==> config.mk <==
export PLATFORM = sky130hd
export DESIGN_NAME = srt_ram
export DESIGN_NICKNAME = d
export VERILOG_FILES = /design/src/rtl/core/srt_ram.sv
export SDC_FILE = /design/constraint.sdc
export NUM_CORES = 1
export LEC_CHECK = 0
export BUFFER_PORTS_ARGS = -buffer_cell sky130_fd_sc_hd__buf_2
export CAP_MARGIN = 25
export CORE_MARGIN = 3
export CORE_UTILIZATION = 47
export CTS_CLUSTER_SIZE = 30
export DETAILED_ROUTE_END_ITERATION = 16
export HOLD_SLACK_MARGIN = 0.06
export PLACE_DENSITY = 0.64
export SYNTH_ARGS = -nofsm -noshare
export SYNTH_HDL_FRONTEND = slang
export SYNTH_SLANG_ARGS = --single-unit
==> constraint.sdc <==
create_clock -name clk -period 1.7 [get_ports clk]
set_input_delay 0.085 -clock clk [delete_from_list [all_inputs] [get_ports clk]]
set_output_delay 0.085 -clock clk [all_outputs]
set_load 0.05 [all_outputs]
==> src/rtl/core/srt_ram.sv <==
`default_nettype none

module srt_ram #(
    parameter int WIDTH = 8,
    parameter int DEPTH = 16
) (
    input  wire logic                     clk,
    input  wire logic                     we,
    input  wire logic [$clog2(DEPTH)-1:0] waddr,
    input  wire logic [WIDTH-1:0]         wdata,
    input  wire logic                     re,
    input  wire logic [$clog2(DEPTH)-1:0] raddr,
    output logic      [WIDTH-1:0]         rdata
);

    logic [WIDTH-1:0] mem [DEPTH];

    always_ff @(posedge clk)
    begin
        if (we)
        begin
            mem[waddr] <= wdata;
        end
        if (re)
        begin
            rdata <= mem[raddr];
        end
    end

endmodule

`default_nettype wire

==> impl_metrics.tcl, run 1 <==
set metrics [dict create \
    status "finished, final reports clean" \
    slew_headroom_pct 74.0 \
    fmax_mhz 664 \
    arrival_ps 1750 \
    grtUsageTotal_pct 16.6 \
    numPortBuffers 26 \
    synth_top_area_share_pct 78.1 \
    final-setup-viol-count 0 \
    r2r_end "rdata[3]$_DFFE_PP_" \
    cts_buffer_depth 2 \
    worstHoldPathType "input pin to flop" \
    start_util_pct 49.5 \
    hold_violations 0 \
    root_buffer "clkbuf_8" \
    totalPowerFinal_uw 7870 \
    start_kind "flop" \
    fin_worst_skew_ps 12.1 \
    diodes 0 \
    worst_hold_slack_ps 122 \
    cts_sinks 136 \
    max-vdd-ir-drop_uv 588 \
    tightest_slew_ps 389 \
    grt_overflow_total 0 \
    r2r_cells 3 \
    drtAntennaViolNets 0 \
    fin_area_um2 6340 \
    dr.pass1.iters 4 \
    crit_path_end_kind "flop" \
    synth_cells 229 \
    dpl.hpwl_um 6330 \
    synth.yosys.seq_area_share_pct 78.1 \
    cts_tree "built" \
    ioPinCount 27 \
    num-nets-final 315 \
    utilization_pct 60.0 \
    worstSkewPairLatency_ps 510 \
    drt-initial-drc-count 220 \
    syn_area_um2 5230 \
    yosys.area.top_type "edfxtp_1" \
    rows 37 \
    postRouteWirelength_um 9620 \
    worstPathMaxFanout 1 \
    num-fill-cells 736 \
    cts_setup_buffers 0 \
    first_global_vias 2663 \
    vias 2486 \
    grt_pass1_wl_um 15200 \
    p_leak_uw 0.00216 \
    final_max_slew_viol_count 0 \
    min_period_ps 1510 \
    min_from "waddr[0]" \
    finalWorstSetupSlack_ps 194 \
    gp_congestion 0.742 \
    antenna_found_initial 0 \
    dieArea_um2 12400 \
    syn_avg_cell_area_um2 22.8 \
    cts-hold-fix-buffers 9 \
    r2r-start "mem[9][3]$_DFFE_PP_" \
    maxCapViolCount 0 \
    worst-r2r-setup-slack_ps 190 \
    syn_nets 248 \
    powerDensity_nw_per_um2 1240 \
    h-tree-depth 4 \
    core_area_um2 10600 \
    yosysUniqueCellTypes 18 \
    route.detailed.drc 0 \
    cts_buffers 17 \
    avgViaCountPerCell 5.61 \
    drive_above_1_share_pct 31.3 \
    cts_resized 0 \
    grt_setup_unrepaired "false" \
    syn2layout_area_growth_pct 21.2 \
    final.period_utilization_pct 88.6 \
    yosys_register_bits 136 \
    placed_area_um2 5650 \
    grt_max_degree 19 \
    yosysWarnings 0 \
    die_y_um 111 \
    hold-path-cell-count 3 \
    die_w_um 111 \
    routedWlPerCell_um 21.7 \
    place_ws_ps -11.2 \
    critPathKind "flop to flop" \
    whs_endpoint "mem[4][3]$_DFFE_PP_" \
    clk_pin_slew_ps 60 \
    synth.area.top_cells "edfxtp_1 78%, mux4_2 7.8%, mux4_1 7.0%, a22oi_1 2.3%, nor2_1 0.93%" \
    cp.required_ps 1950 \
]
## how the worst max path moves through the flow
| stage | startpoint | cells past startpoint | end | slack [ps] |
|---|---|---|---|---|
| after detailed placement | raddr[0] | 5 | rdata[4]$_DFFE_PP_ | -10 |
| after floorplan | waddr[2] | 2 | mem[0][0]$_DFFE_PP_ | 120 |
| after global placement | raddr[0] | 5 | rdata[4]$_DFFE_PP_ | 4 |
| final | mem[9][3]$_DFFE_PP_ | 3 | rdata[3]$_DFFE_PP_ | 190 |
| after global routing | mem[2][2]$_DFFE_PP_ | 3 | rdata[2]$_DFFE_PP_ | 170 |
| after CTS | mem[8][4]$_DFFE_PP_ | 3 | rdata[4]$_DFFE_PP_ | 200 |
## synthesized netlist by cell type
library cell and n:
nor3_1 4, and2_1 1, mux4_2 18, nand3_1 1
edfxtp_1 136, and2b_1 1, nand2_1 9, clkdlybuf4s25_2 3
nand2b_1 2, buf_4 1, nand3b_1 2, mux4_1 14
buf_6 3, or3b_2 1, nor2b_1 1, a22oi_1 16
nor2_1 13, buf_2 3
## critical path: stages, from the launching register on
cell and delay [ps]:
edfxtp_1 360, mux4_1 510, a22oi_1 280, nand2_1 90
## cells by family after synthesis
kind of cell | Yosys count | share of synthesized area (%)
DFF | 136 | 78.1
and+or+nand+nor | 35 | 3.14
muxes | 32 | 14.8
AOI/OAI and AO/OA | 16 | 2.30
buffers and inverters | 10 | 1.65
## per-layer routing
layer | routed length, µm | up-vias | track usage, %
met5 | 0 | - | 0
met4 | 126 | 0 | 6.73
met3 | 529 | 11 | 3.70
met2 | 4970 | 73 | 27.3
met1 | 3990 | 1287 | 21.8
li1 | - | 1115 | -
## layout by cell type, fill, tap and decap left out, drive strengths merged
cell         Yosys  final
mux4            32     32
clkbuf           0     18
nor2            13     13
or3b             1      1
a22oi           16     16
inv              0      1
and2b            1      1
nand3b           2      2
clkinv           0      4
buf              7     49
nor3             4      4
nand2b           2      2
dlygate4sd3      0      9
nand3            1      1
nand2            9      9
edfxtp         136    136
bufinv           0      4
nor2b            1      1
clkinvlp         0      3
and2             1      1
## sequential cells by signal, summed over array words and instances (netlist names)
| name | cells |
|---|---|
| mem | 128 |
| rdata | 8 |
## through the flow
stage / cells / TNS [ps]
finish: 443 / 0
global placement: 404 / 0
CTS: 443 / 0
global route: 443 / 0
detailed placement: 404 / -11.2
floorplan: 229 / 0
## report_power, final
group	total (µW)	internal (µW)	switching, µW
sequential	3800	3780	20.7
combinational	417	170	247
clock	3650	2360	1290
## final cells by class
| cell class | instances | area (µm²) | share of cell area [%] |
|---|---|---|---|
| clock buffer | 18 | 418 | 6.59 |
| multi-input combinational | 83 | 1060 | 16.7 |
| tap | 136 | 170 | 2.69 |
| sequential | 136 | 4080 | 64.4 |
| timing repair buffer | 58 | 430 | 6.79 |
| clock inverter | 12 | 178 | 2.80 |
No activity file was read; power rests on OpenSTA's default activity.
==> inputs of run 2 (changes only) <==
--- a/config.mk
+++ b/config.mk
@@ -7,7 +7,7 @@
 export LEC_CHECK = 0
 export BUFFER_PORTS_ARGS = -buffer_cell sky130_fd_sc_hd__buf_2
 export CAP_MARGIN = 25
-export CORE_MARGIN = 3
+export CORE_MARGIN = 1.5
 export CORE_UTILIZATION = 47
 export CTS_CLUSTER_SIZE = 30
 export DETAILED_ROUTE_END_ITERATION = 16
==> impl_metrics.tcl, run 2 (synthesis results as in run 1) <==
set metrics [dict create \
    status "finished, final reports clean" \
    clk_pin_slew_ps 60 \
    layout_commonest_cell "edfxtp_1" \
    maxCapViolCount 0 \
    worst-r2r-setup-slack_ps 190 \
    h-tree-depth 4 \
    antenna_found_initial 0 \
    cp.required_ps 1960 \
    grtUsageTotal_pct 19.8 \
    totalPowerFinal_uw 8070 \
    critPathKind "flop to flop" \
    largest_reg_flops 128 \
    fmax_mhz 662 \
    cts-hold-fix-buffers 9 \
    dpl.cell_count 416 \
    cts_tree "built" \
    core_area_um2 10800 \
    avgViaCountPerCell 5.59 \
    cts_buffers 17 \
    first_global_vias 2673 \
    die_w_um 108 \
    rows 38 \
    worstHoldPathType "input pin to flop" \
    cts_buffer_depth 2 \
    final_max_slew_viol_count 0 \
    placed_area_um2 5730 \
    root_buffer "clkbuf_8" \
    final_cell_mix "136 x edfxtp_1, 27 x buf_4, 26 x buf_2" \
    drtAntennaViolNets 0 \
    dieArea_um2 11800 \
    dpl.hpwl_um 6510 \
    fin_area_um2 6440 \
    num-nets-final 323 \
    start_kind "flop" \
    switchingPower_uw 1600 \
    start_util_pct 48.2 \
    stdcell_count 457 \
    tightest_slew_ps 429 \
    dr.pass1.iters 4 \
    reg_top3 "mem: 128 flops, rdata: 8 flops" \
    numPortBuffers 26 \
    p_int_uw 6470 \
    gp_congestion 0.761 \
    tns_ps 0 \
    p_seq_share_pct 47.1 \
    slew_headroom_pct 71.4 \
    cts_resized 0 \
    switching_share_pct 19.8 \
    final.period_utilization_pct 88.9 \
    grt_setup_unrepaired "false" \
    max-vdd-ir-drop_uv 602 \
    finalWorstSetupSlack_ps 189 \
    syn2layout_area_growth_pct 23.2 \
    final-setup-viol-count 0 \
    crit_path_end_kind "flop" \
    routedWlPerCell_um 22.5 \
    arrival_ps 1770 \
    cts_sinks 136 \
    grt_max_degree 21 \
    worstPathMaxFanout 1 \
    grt_overflow_total 0 \
    fin_worst_skew_ps 6.06 \
    cts_setup_buffers 0 \
    min_period_ps 1510 \
    powerDensity_nw_per_um2 1250 \
    route.detailed.drc 0 \
    comb_power_share_pct 5.4 \
    worstSkewPairLatency_ps 510 \
    place_ws_ps -4.99 \
    drive_above_1_share_pct 33.1 \
    die_y_um 108 \
    ioPinCount 27 \
    diodes 0 \
    vias 2555 \
    hold_violations 0 \
    regMostFlops "mem" \
    p_leak_uw 0.00223 \
    grt_pass1_wl_um 15700 \
    drt-initial-drc-count 138 \
    postRouteWirelength_um 10300 \
    p_clk_share_pct 47.5 \
]
-- run 2: changes by cell type in the layout (fill, tap and decap cells not counted) --
cell | before | now
bufinv_16 | 4 | 5
clkinvlp_4 | 3 | 2
clkinv_1 | 1 | 2
clkinv_2 | 1 | 3
buf_4 | 20 | 27
buf_12 | 3 | 4
inv_6 | 1 | 0
-- run 2: through the flow --
step	hold WS, ps	util [%]
2_1_floorplan	184	-
3_3_place_gp	466	52.9
5_1_grt	149	59.4
3_5_place_dp	480	52.9
4_1_cts	110	59.4
6_report	140	59.4
-- run 2: power groups by stage --
stage	clock network [µW]	registers [µW]	logic, µW
after floorplan	0	3920	191
after global placement	0	3870	418
after detailed placement	0	3870	425
after CTS	3880	3800	442
after global routing	4020	3800	470
final	3830	3800	436
-- run 2: area by class of cell --
type,count,area (µm²)
fillers,811,4400
flip-flops and latches,136,4080
multi-input cells,83,1060
repair buffers,66,503
clock buffers,18,418
clock inverters,14,205
well taps,140,175
-- run 2: final timing paths --
check                        from             endpoint  depth (start not counted)
min                      waddr[0]  mem[0][3]$_DFFE_PP_                          3
min reg2reg  mem[15][4]$_DFFE_PP_   rdata[4]$_DFFE_PP_                          3
max reg2reg   mem[3][4]$_DFFE_PP_   rdata[4]$_DFFE_PP_                          4
max           mem[3][4]$_DFFE_PP_   rdata[4]$_DFFE_PP_                          4
-- run 2: per-layer routing --
metal	vias up	track usage (%)	part of all wire [%]
met5	-	0	0
met4	0	8.27	1.6
met3	10	4.88	5.9
met2	85	29.8	49
met1	1323	27.8	44
li1	1137	-	-
-- run 2: critical path, cell delays in order (launching register included) --
cell      delay (ps)
edfxtp_1         360
mux4_2           480
a22oi_1          210
buf_4            160
nand2_1           50
==> inputs of run 3 (changes only) <==
--- a/config.mk
+++ b/config.mk
@@ -13,6 +13,7 @@
 export DETAILED_ROUTE_END_ITERATION = 16
 export HOLD_SLACK_MARGIN = 0.06
 export PLACE_DENSITY = 0.64
+export REMOVE_ABC_BUFFERS = 1
 export SYNTH_ARGS = -nofsm -noshare
 export SYNTH_HDL_FRONTEND = slang
 export SYNTH_SLANG_ARGS = --single-unit
==> impl_metrics.tcl, run 3 (synthesis results as in run 1) <==
set metrics [dict create \
    status "finished, final reports clean" \
    cts_resized 0 \
    start_util_pct 48.2 \
    dpl.cell_count 406 \
    min_period_ps 1490 \
    max-vdd-ir-drop_uv 616 \
    arrival_ps 1750 \
    r2r_cells 3 \
    dpl.hpwl_um 5880 \
    cts-hold-fix-buffers 9 \
    layout_commonest_cell "edfxtp_1" \
    final-setup-viol-count 0 \
    fmax_mhz 673 \
    grtUsageTotal_pct 18.0 \
    crit_path_end_kind "flop" \
    avgViaCountPerCell 5.60 \
    reg_top3 "mem: 128 flops, rdata: 8 flops" \
    dr.pass1.iters 4 \
    route.detailed.drc 0 \
    dieArea_um2 11800 \
    numPortBuffers 26 \
    rows 38 \
    cts_tree "built" \
    regMostFlops "mem" \
    routedWlPerCell_um 21.2 \
    cts_setup_buffers 0 \
    tns_ps 0 \
    cts_buffer_depth 2 \
    p_leak_uw 0.00216 \
    h-tree-depth 4 \
    start_kind "flop" \
    drt-initial-drc-count 166 \
    stdcell_count 446 \
    gp_congestion 0.734 \
    num-fill-cells 776 \
    first_global_vias 2496 \
    grt_max_degree 33 \
    cts_buffers 17 \
    critPathKind "flop to flop" \
    ioPinCount 27 \
    worstHoldPathType "input pin to flop" \
    cpLargestDelayFamily "multiplexers" \
    maxCapViolCount 0 \
    slowest_stage "mux4_2" \
    powerDensity_nw_per_um2 1240 \
    root_buffer "clkbuf_8" \
    cp.required_ps 1960 \
    tightest_slew_ps 396 \
    largest_reg_flops 128 \
    hold-path-cell-count 3 \
    diodes 0 \
    worstSkewPairLatency_ps 510 \
    utilization_pct 58.4 \
    cp.depth 3 \
    num-nets-final 313 \
    postRouteWirelength_um 9430 \
    slew_headroom_pct 73.6 \
    core_area_um2 10800 \
    grt_pass1_wl_um 14600 \
    grt_overflow_total 0 \
    drive_above_1_share_pct 30.7 \
    drtAntennaViolNets 0 \
    die_y_um 108 \
    final_cell_mix "136 x edfxtp_1, 26 x buf_2, 18 x mux4_2, 18 x buf_4" \
    worstPathMaxFanout 1 \
    cp_num_buf_inv 0 \
    die_w_um 108 \
    vias 2497 \
    grt_setup_unrepaired "false" \
    final.period_utilization_pct 87.4 \
    hold_violations 0 \
    syn2layout_area_growth_pct 21.1 \
    final_max_slew_viol_count 0 \
    crit_chain "mux4_2, a22oi_1, nand2_1" \
    cts_sinks 136 \
    fin_worst_skew_ps 7.21 \
    clk_pin_slew_ps 60 \
    antenna_found_initial 0 \
    critPathMaxStageDelay_ps 490 \
]
==> run 3: cell types whose count changed in the layout (fill, tap and decap cells not counted) <==
cell and delta:
bufinv_16 -1, clkinvlp_4 -1, clkinv_2 -1, buf_12 -1
clkinv_4 +2, buf_4 -9
==> run 3: worst paths after layout <==
path                                            end                  from  slack [ps]
worst max-delay path             rdata[7]$_DFFE_PP_   mem[3][7]$_DFFE_PP_         210
worst min-delay path            mem[4][2]$_DFFE_PP_              waddr[0]         120
worst max register to register   rdata[7]$_DFFE_PP_   mem[3][7]$_DFFE_PP_         210
worst min register to register   rdata[7]$_DFFE_PP_  mem[14][7]$_DFFE_PP_         750
==> run 3: per-layer routing <==
layer  GRT usage [%]  wire length, µm  vias up
li1                -                -     1111
met1            25.0             4010     1294
met2            27.8             4770       85
met3            3.86              563        7
met4            7.89               87        0
met5               0                0        -
==> run 3: area by class of cell <==
class	instances	area, µm²	share of cell area, %
flip-flops and latches	136	4080	64.5
well taps	140	175	2.77
repair buffers	56	415	6.56
multi-input cells	83	1060	16.7
clock buffers	18	418	6.60
clock inverters	13	180	2.85
==> run 3: report_power, final <==
part	switching, µW	internal (µW)	leakage, µW
registers	20.5	3780	0.00124
logic	246	167	0.000635
clock network	1300	2360	0.000290
==> run 3: worst register-to-register path: cells and delay by family (launching register included) <==
family	cells	cell delay [ps]
and+or+nand+nor	1	90
muxes	1	490
DFF	1	370
AOI/OAI and AO/OA	1	290
==> run 3: metrics by stage <==
stage	cell area [µm²]	hold slack (ps)	power [µW]	setup WS, ps
CTS	6330	101	7940	180
detailed placement	5640	476	4270	81.5
global route	6330	127	8090	171
global placement	5640	472	4260	88.4
floorplan	5140	184	4070	122
finish	6330	123	7870	214
